File: src/rtl/ascon_permutation_top_defines.svh
// ---------------------------------------------------------------------------
// Ascon permutation assertion macros
// Concurrent assertion wrappers shared by the permutation RTL.
// ---------------------------------------------------------------------------
`ifndef ASCON_PERMUTATION_TOP_DEFINES_SVH
`define ASCON_PERMUTATION_TOP_DEFINES_SVH

`ifndef NO_ASSERTIONS

// Clocked assertion that is switched off while reset is asserted.
`define ASC_ASSERT(lbl, clk, rst_n, prop, msg) \
	lbl: assert property (@(posedge clk) disable iff (!rst_n) prop) else $error(msg);

// Clocked assertion that is also checked during reset.
`define ASC_ASSERT_ALWAYS(lbl, clk, prop, msg) \
	lbl: assert property (@(posedge clk) prop) else $error(msg);

`else

`define ASC_ASSERT(lbl, clk, rst_n, prop, msg)
`define ASC_ASSERT_ALWAYS(lbl, clk, prop, msg)

`endif

`endif

File: src/rtl/ascon_pkg.sv
// ---------------------------------------------------------------------------
// Ascon permutation package
// Shared types, round constants and round-count codes.
// ---------------------------------------------------------------------------
package ascon_pkg;

	localparam int NUM_ROUNDS = 12;
	localparam int ROUND_W    = $clog2(NUM_ROUNDS);
	localparam int NUM_WORDS  = 5;

	// Round-count select codes.
	localparam logic [1:0] OP_P12 = 2'd0;
	localparam logic [1:0] OP_P8  = 2'd1;
	localparam logic [1:0] OP_P6  = 2'd2;

	// First round that an item of each kind actually runs.
	localparam logic [ROUND_W-1:0] START_P12 = ROUND_W'(0);
	localparam logic [ROUND_W-1:0] START_P8  = ROUND_W'(4);
	localparam logic [ROUND_W-1:0] START_P6  = ROUND_W'(6);

	typedef logic [63:0] word_t;
	typedef word_t [NUM_WORDS-1:0] state_t;

	typedef struct packed {
		logic [ROUND_W-1:0] start;
		state_t             state;
	} stage_data_t;

	function automatic logic [7:0] rc_of_round(input logic [ROUND_W-1:0] idx);
		logic [7:0] c;
		case (idx)
			ROUND_W'(0):  c = 8'hf0;
			ROUND_W'(1):  c = 8'he1;
			ROUND_W'(2):  c = 8'hd2;
			ROUND_W'(3):  c = 8'hc3;
			ROUND_W'(4):  c = 8'hb4;
			ROUND_W'(5):  c = 8'ha5;
			ROUND_W'(6):  c = 8'h96;
			ROUND_W'(7):  c = 8'h87;
			ROUND_W'(8):  c = 8'h78;
			ROUND_W'(9):  c = 8'h69;
			ROUND_W'(10): c = 8'h5a;
			ROUND_W'(11): c = 8'h4b;
			default:      c = 8'h00;
		endcase
		return c;
	endfunction

	// The unused select code runs the short permutation, like OP_P6.
	function automatic logic [ROUND_W-1:0] start_round(input logic [1:0] op);
		logic [ROUND_W-1:0] s;
		case (op)
			OP_P12:  s = START_P12;
			OP_P8:   s = START_P8;
			default: s = START_P6;
		endcase
		return s;
	endfunction

endpackage

File: src/rtl/ascon_round.sv
// ---------------------------------------------------------------------------
// Ascon round
// One round: constant addition, bitsliced S-box and linear diffusion.
// ---------------------------------------------------------------------------
module perm_round (
	input  ascon_pkg::state_t st_in,
	input  logic [7:0]        rc,
	output ascon_pkg::state_t st_out
);
	import ascon_pkg::*;

	function automatic word_t ror(input word_t v, input int r);
		return (v >> r) | (v << (64 - r));
	endfunction

	word_t a0, a1, a2, a3, a4;
	word_t b0, b1, b2, b3, b4;
	word_t c0, c1, c2, c3, c4;

	always_comb begin
		// Constant addition and the input XOR layer of the S-box.
		a0 = st_in[0] ^ st_in[4];
		a4 = st_in[4] ^ st_in[3];
		a2 = st_in[2] ^ {56'd0, rc} ^ st_in[1];
		a1 = st_in[1];
		a3 = st_in[3];

		// Chi-like nonlinear core.
		b0 = a0 ^ (~a1 & a2);
		b1 = a1 ^ (~a2 & a3);
		b2 = a2 ^ (~a3 & a4);
		b3 = a3 ^ (~a4 & a0);
		b4 = a4 ^ (~a0 & a1);

		// Output XOR layer of the S-box.
		c1 = b1 ^ b0;
		c0 = b0 ^ b4;
		c3 = b3 ^ b2;
		c2 = ~b2;
		c4 = b4;

		st_out[0] = c0 ^ ror(c0, 19) ^ ror(c0, 28);
		st_out[1] = c1 ^ ror(c1, 61) ^ ror(c1, 39);
		st_out[2] = c2 ^ ror(c2, 1)  ^ ror(c2, 6);
		st_out[3] = c3 ^ ror(c3, 10) ^ ror(c3, 17);
		st_out[4] = c4 ^ ror(c4, 7)  ^ ror(c4, 41);
	end

endmodule

File: src/rtl/ascon_stage.sv
// ---------------------------------------------------------------------------
// Ascon pipeline stage
// One registered round with its own valid bit and ready back-pressure.
// ---------------------------------------------------------------------------
`include "ascon_permutation_top_defines.svh"

module ascon_stage (
	input  logic                        clk,
	input  logic                        arst_n,
	input  logic [ascon_pkg::ROUND_W-1:0] round_idx,
	input  logic                        in_valid,
	output logic                        in_ready,
	input  ascon_pkg::stage_data_t      in_data,
	output logic                        out_valid,
	input  logic                        out_ready,
	output ascon_pkg::stage_data_t      out_data
);
	import ascon_pkg::*;

	logic        valid_s;
	stage_data_t data_s;
	state_t      rnd_state;
	logic        active;
	logic        stall;

	perm_round u_round (
		.st_in  (in_data.state),
		.rc     (rc_of_round(round_idx)),
		.st_out (rnd_state)
	);

	// Items with fewer rounds skip the leading stages unchanged.
	assign active   = (round_idx >= in_data.start);
	assign in_ready = !valid_s || out_ready;
	assign stall    = valid_s && !out_ready;

	always_ff @(posedge clk or negedge arst_n) begin
		if (!arst_n) begin
			valid_s <= 1'b0;
		end else if (in_ready) begin
			valid_s <= in_valid;
		end
	end

	always_ff @(posedge clk) begin
		if (in_ready && in_valid) begin
			data_s.start <= in_data.start;
			data_s.state <= active ? rnd_state : in_data.state;
		end
	end

	assign out_valid = valid_s;
	assign out_data  = data_s;

	`ASC_ASSERT(a_load, clk, arst_n, in_valid && in_ready |=> valid_s, "stage dropped a transfer")
	`ASC_ASSERT(a_hold, clk, arst_n, stall |=> valid_s && $stable(data_s), "stalled stage changed")
	`ASC_ASSERT(a_drain, clk, arst_n, !in_valid && out_ready |=> !valid_s, "stage repeated")

endmodule

File: config.mk
export PLATFORM = sky130hd
export DESIGN_NAME = ascon_stage
export DESIGN_NICKNAME = d
export VERILOG_FILES = /design/src/rtl/ascon_pkg.sv /design/src/rtl/ascon_round.sv /design/src/rtl/ascon_stage.sv
export VERILOG_INCLUDE_DIRS = /design/src /design/src/rtl
export SDC_FILE = /design/constraint.sdc
export NUM_CORES = 1
export LEC_CHECK = 0
export BUFFER_PORTS_ARGS = -buffer_cell sky130_fd_sc_hd__buf_4
export CAP_MARGIN = 20
export CORE_AREA = 3 3 306 308
export CTS_CLUSTER_DIAMETER = 30
export DETAILED_ROUTE_END_ITERATION = 16
export DIE_AREA = 0 0 309 311
export SLEW_MARGIN = 5
export SYNTH_ARGS = -nofsm -noshare
export SYNTH_HDL_FRONTEND = slang
export SYNTH_SLANG_ARGS = --single-unit
File: constraint.sdc
create_clock -name clk -period 11.33 [get_ports clk]
set_clock_uncertainty 0.05 [all_clocks]
set_input_delay 1.133 -clock clk [delete_from_list [all_inputs] [get_ports clk]]
set_output_delay 1.133 -clock clk [all_outputs]
set_load 0.01 [all_outputs]
==> flow_summary_export.csv, run 1 <==
group,metric,value,unit
synth,synth.cell_area,27300,um2
synth,synth_area_leader_cell,"edfxtp_1",
routing,via_per_inst,5.03,
setup_path,cp_data_required_time,11.65,ns
setup_path,worstSetupPathType,"in2reg",
placement,io_buffers,657,
routing,first_pass_iters,6,
setup_path,cp_common_cell,"buf_4",
cts,postCtsHoldBufs,0,
cts,root_buffer,"clkbuf_16",
setup_path,crit_slowest_cell,"buf_4",
floorplanning,dieArea,96100,um2
timing,hold_viol,0,
pwr,leakage,15.9,nW
routing,drcViolationCount,0,
routing,routedWlPerCell,31.0,um
setup_path,crit_chain,"buf_4 > inv_1 > ha_1 > nand2b_1 > a21o_1 > a21o_1 > a21o_4 > buf_4 > buf_4 > a21oi_1",
setup_path,reg2reg_depth,4,
synth,synth_top_area_share,35.6,%
timing,slew_viol_final,0,
pwr,swShare,39.9,%
setup_path,r2r_slack,8.02,ns
cts,cts_sinks,325,
pwr,power_frac_clock,36.5,%
cts,path_clk_slew,0.04,ns
setup_path,worstPathArrival,4.50,ns
pwr,pwr-share-seq,19.1,%
final_layout,drive_gt1_share,25.7,%
routing,drtIter0Drc,2834,
synth,avgSynthCellArea,9.92,um2
cts,cts_tree,"built",
setup_path,crit_end,"out_data[219]",
final_layout,n_fill_cell,9030,
synth,synthTopCellsByArea,"edfxtp_1 (36%), xnor2_1 (24%), xor2_1 (7.8%), ha_1 (6.0%), xnor3_1 (4.4%)",
timing,final.min_clock_period,4.18,ns
routing,vias,24100,
timing,tightest_slew,1.23,ns
synth,yosys_register_bits,325,
worst_hold_path,hold_class,"in2async",
synth,ys_seq_area_share,35.7,%
final_layout,final_common_cell,"xnor2_1",
cts,cts.repair.resized,0,
setup_path,crit_path_start_kind,"input pin",
placement,dpl.hpwl,125,mm
timing,setup_violations,0,
cts,numCtsBuffers,113,
global_route,grt_remaining_overflow,0,
final_layout,layout.nets,3959,
setup_path,r2r_end,"out_data[138]",
floorplanning,core-area,91400,um2
pwr,p_int,5.47,mW
synth,yosys.cell_types.count,34,
timing,rsz0062_at_grt,"no",
setup_path,critPathCaptureType,"flop",
setup_path,path_max_fanout,92,
global_route,grt_pass1_vias,23400,
global_route,grt_max_degree,227,
setup_path,cp-startpoint,"round_idx[0]",
final_layout,area_delta_synth_final,38.4,%
setup_path,timing.rr.start,"out_valid",
timing,post-route-period-util,36.9,%
timing,relSlewSlack,18.2,%
placement,gp_congestion,1.09,
pwr,power_switching,3.64,mW
floorplanning,initial_core_util,29.9,%
setup_path,max_stage_delay,0.85,ns
pwr,pwr-share-comb,44.4,%
routing,ant_nets,0,
timing,fin_setup_tns,0,ns
global_route,antenna_found_initial,27,
cts,clock_path_buffers,3,
floorplanning,num_io_pins,658,
floorplanning,rows,111,
global_route,gr-usage-met3,8.77,%
global_route,top_usage_layer,"met2",
global_route,grt_use_met2,48.2,%
global_route,grt_usage,29.9,%
pwr,ir_drop,0.000134,V
synth,synthCells,2755,
floorplanning,die_x,309,um
status,status,"finished clean",
final_layout,final_cell_mix,"xnor2_1 (758), buf_4 (695), edfxtp_1 (324), nand2_1 (263), xor2_1 (244)",
floorplanning,die_h,311,um
global_route,gr-usage-met1,36.2,%
pwr,p_per_area,241,nW/um2
timing,timing.fmax,239,MHz
synth,syn_nets,3219,
synth,yosys_warnings,0,
cts,cts_setup_buffers,0,
cts,htreeDepth,3,
cts,clock_latency,0.67,ns
global_route,grt_pass1_wl,195,mm
flow_run,cap_violations,0,
routing,drt_wl_total,148,mm
final_layout,fin_util,41.4,%
## per-stage QoR
| step | hold WS (ns) | cells | power [mW] | setup WS (ns) | cell area (um2) |
|---|---|---|---|---|---|
| 3_5_place_dp | 0.493 | 4565 | 5.67 | 6.57 | 33800 |
| 3_3_place_gp | 0.472 | 4565 | 5.67 | 6.66 | 33800 |
| 6_report | 0.175 | 4789 | 9.10 | 7.15 | 37800 |
| 5_1_grt | 0.149 | 4783 | 9.30 | 6.95 | 37800 |
| 2_1_floorplan | 0.572 | 2755 | 3.88 | 1.85 | 27300 |
| 4_1_cts | 0.130 | 4778 | 9.03 | 7.27 | 37800 |
## cell usage after synthesis (all sizes together)
library cell	count
a21boi	2
a21o	3
a21oi	231
and2	1
buf	17
clkbuf	55
dfrtp	1
edfxtp	324
ha	132
inv	163
maj3	31
mux2	1
mux2i	5
nand2	264
nand2b	5
nand3	11
nor2	239
o211ai	5
o21ai	175
or3	8
xnor2	771
xnor3	53
xor2	251
xor3	7
## routing by layer
| metal | up-vias | share of wire [%] |
|---|---|---|
| li1 | 10600 | - |
| met1 | 11700 | 38 |
| met2 | 1381 | 46 |
| met3 | 340 | 10 |
| met4 | 34 | 5.4 |
| met5 | - | 0.14 |
## registers in the layout (all words and copies together) (netlist names)
register	cells
out_valid	1
out_data	324
## power groups by stage
stage                     Sequential (mW)  Combinational, mW  Clock, mW
after floorplan                      1.80               2.07          0
after global placement               1.76               3.91          0
after detailed placement             1.76               3.92          0
after CTS                            1.74               3.94       3.35
after global routing                 1.75               4.14       3.42
final                                1.74               4.04       3.32
## cell families after synthesis
| group | share of synthesized area (%) |
|---|---|
| buffers and inverters | 3.41 |
| xor gates and xnor gates | 38.3 |
| adders and majority gates | 7.21 |
| muxes | 0.224 |
| DFF | 35.7 |
| and+or+nand+nor | 7.44 |
| AOI/OAI and AO/OA | 7.73 |
## worst max-delay path, delay by kind of cell
family / cells / cell delay [ns]
AND/OR/NAND/NOR: 1 / 0.11
AO/OA/AOI/OAI: 4 / 1.29
buffers and inverters: 4 / 1.57
adder cells (fa/ha/maj): 1 / 0.26
## how the worst min path moves through the flow
stage,depth (start not counted),endpoint,startpoint
after floorplan,2,out_valid,out_valid
after global placement,2,out_valid,out_valid
after detailed placement,2,out_valid,out_valid
after CTS,1,out_valid,arst_n
after global routing,1,out_valid,arst_n
final,1,out_valid,arst_n
## cell type report
| cell class | count | area (um2) | area share (%) |
|---|---|---|---|
| clock inverter | 89 | 1100 | 2.91 |
| inverter | 163 | 612 | 1.62 |
| multi-input combinational | 2195 | 16700 | 44.1 |
| antenna | 10 | 25.0 | 0.0661 |
| clock buffer | 124 | 2930 | 7.75 |
| sequential | 325 | 9750 | 25.8 |
| timing repair buffer | 697 | 5260 | 13.9 |
| tap | 1186 | 1480 | 3.92 |
No activity file was read; power rests on OpenSTA's default activity.
==> run 2: changes to the inputs <==
==> constraint.sdc (replaced) <==
create_clock -name clk -period 3.47 [get_ports clk]
set_clock_uncertainty 0.05 [all_clocks]
set_input_delay 0.347 -clock clk [delete_from_list [all_inputs] [get_ports clk]]
set_output_delay 0.347 -clock clk [all_outputs]
set_load 0.01 [all_outputs]
==> run 2 against run 1 <==
Against the previous run:
- core utilization is 2.8 points higher
- final cell count increased by 7.0%
- die area unchanged
- worst setup slack lost 6.6 ns
- clock power increased to 2.7 times the previous value
- largest power group unchanged
- first-iteration DRC count fell by 8.8%
- global-route usage rose by 0.66 points
- combinational power rose to 3.6 times the previous value
- design area increased by 6.7%
- sequential power grew to 3.2 times the previous value
- via count is 5.3% higher
==> flow_summary_export.csv, run 2 (same netlist as run 1, synthesis figures left out) <==
group,metric,value,unit
global_route,grt_pass1_vias,24900,
flow_run,cap_violations,0,
routing,routedWlPerCell,29.5,um
global_route,grt_max_degree,99,
cts,cts_sinks,325,
placement,io_buffers,657,
placement,dpl.hpwl,128,mm
routing,first_pass_iters,5,
final_layout,n_fill_cell,8877,
timing,setup_violations,0,
floorplanning,rows,111,
timing,post-route-period-util,83.5,%
placement,placed_cells,4757,
setup_path,r2r_end,"out_data[92]",
routing,via_per_inst,4.95,
routing,drcViolationCount,0,
global_route,grt_remaining_overflow,0,
timing,tightest_slew,1.14,ns
final_layout,largest_register_ffs,324,
setup_path,worstSetupPathType,"in2reg",
status,status,"finished clean",
timing,final.min_clock_period,2.90,ns
setup_path,critPathCaptureType,"flop",
floorplanning,initial_core_util,29.9,%
setup_path,worstPathArrival,3.25,ns
timing,hold_viol,0,
timing,relSlewSlack,23.2,%
cts,root_buffer,"clkbuf_16",
floorplanning,core-area,91400,um2
cts,htreeDepth,3,
final_layout,fin_cells,5122,
final_layout,drive_gt1_share,27.7,%
setup_path,r2r_slack,1.44,ns
floorplanning,die_h,311,um
setup_path,path_max_fanout,3,
timing,setup_slack,0.572,ns
routing,ant_nets,0,
cts,cts_setup_buffers,0,
global_route,grt_pass1_wl,201,mm
timing,slew_viol_final,0,
setup_path,timing.rr.start,"out_valid",
timing,timing.fmax,345,MHz
cts,cts_tree,"built",
worst_hold_path,hold_class,"in2reg",
setup_path,crit_end,"out_data[96]",
global_route,grt_usage,30.6,%
final_layout,layout.nets,4306,
floorplanning,num_io_pins,658,
final_layout,area_delta_synth_final,47.7,%
timing,fin_setup_tns,0,ns
global_route,antenna_found_initial,17,
setup_path,crit_path_start_kind,"input pin",
cts,numCtsBuffers,96,
floorplanning,die_x,309,um
cts,clock_path_buffers,3,
pwr,leakage,17.2,nW
placement,dp_worst_setup_slack,0.442,ns
routing,vias,25300,
floorplanning,dieArea,96100,um2
setup_path,cp-startpoint,"in_data[32]",
setup_path,cp_data_required_time,3.82,ns
setup_path,reg2reg_depth,4,
routing,drt_wl_total,151,mm
routing,drtIter0Drc,2586,
pwr,ir_drop,0.000353,V
final_layout,final_cell_mix,"buf_4 (876), xnor2_1 (758), edfxtp_1 (324), nand2_1 (263), xor2_1 (244)",
cts,clock_latency,0.65,ns
timing,rsz0062_at_grt,"no",
final_layout,final_common_cell,"buf_4",
placement,gp_congestion,1.06,
pwr,p_per_area,715,nW/um2
cts,path_clk_slew,0.05,ns
==> run 2: worst min path at each step <==
stage	from	slack, ns	cells past startpoint	to
after floorplan	arst_n	0.001	0	out_valid
after global routing	in_data[236]	0.02	3	out_data[236]
after global placement	arst_n	0.07	1	out_valid
final	in_data[28]	0.03	3	out_data[28]
after CTS	in_data[116]	0.0004	3	out_data[116]
after detailed placement	arst_n	0.07	1	out_valid
==> run 2: layout make-up <==
class | instances | area, um2 | share of cell area (%)
Clock buffer | 103 | 2470 | 6.12
Sequential cell | 325 | 9750 | 24.2
Timing Repair Buffer | 1061 | 8550 | 21.2
Antenna cell | 13 | 32.5 | 0.0806
Inverter | 163 | 612 | 1.52
Multi-Input combinational cell | 2195 | 16700 | 41.3
Clock inverter | 76 | 795 | 1.97
Tap cell | 1186 | 1480 | 3.68
==> run 2: what timing repair did <==
item	CTS	global route
resized for setup	0	0
hold buffers	173	0
endpoints found under the hold margin	171	0
==> run 2: stage by stage <==
stage | area, um2 | utilization, % | total power [mW] | hold slack [ns]
after floorplan | 27300 | - | 12.6 | 0.00141
after global placement | 35300 | 38.7 | 19.5 | 0.0736
after detailed placement | 35300 | 38.7 | 19.5 | 0.0730
after CTS | 40300 | 44.1 | 28.6 | 0.000381
after global routing | 40400 | 44.2 | 29.5 | 0.0246
final | 40400 | 44.2 | 28.9 | 0.0295
==> run 2: report_power, final <==
| part | switching (mW) | internal [mW] | leakage, nW | total, mW |
|---|---|---|---|---|
| Clock | 2.91 | 5.91 | 1.52 | 8.83 |
| Sequential | 0.348 | 5.31 | 3.08 | 5.65 |
| Combinational | 8.66 | 5.71 | 12.6 | 14.4 |
| Total | 11.9 | 16.9 | 17.2 | 28.9 |
==> run 2: worst max-delay path: stages <==
cell and delay, ns:
dlygate4sd3_1 0.53, buf_4 0.16, xnor2_1 0.26, xor2_1 0.15
xnor2_1 0.92, xnor2_1 0.19, xnor2_1 0.52, a21oi_1 0.15
==> run 2: per-layer routing <==
layer / share of wire, % / vias up / track usage, %
met4: 5.7 / 10 / 15.7
met5: 0.044 / - / 0
met1: 39 / 12300 / 38.1
met2: 46 / 1396 / 49.2
met3: 8.9 / 310 / 7.15
li1: - / 11300 / -
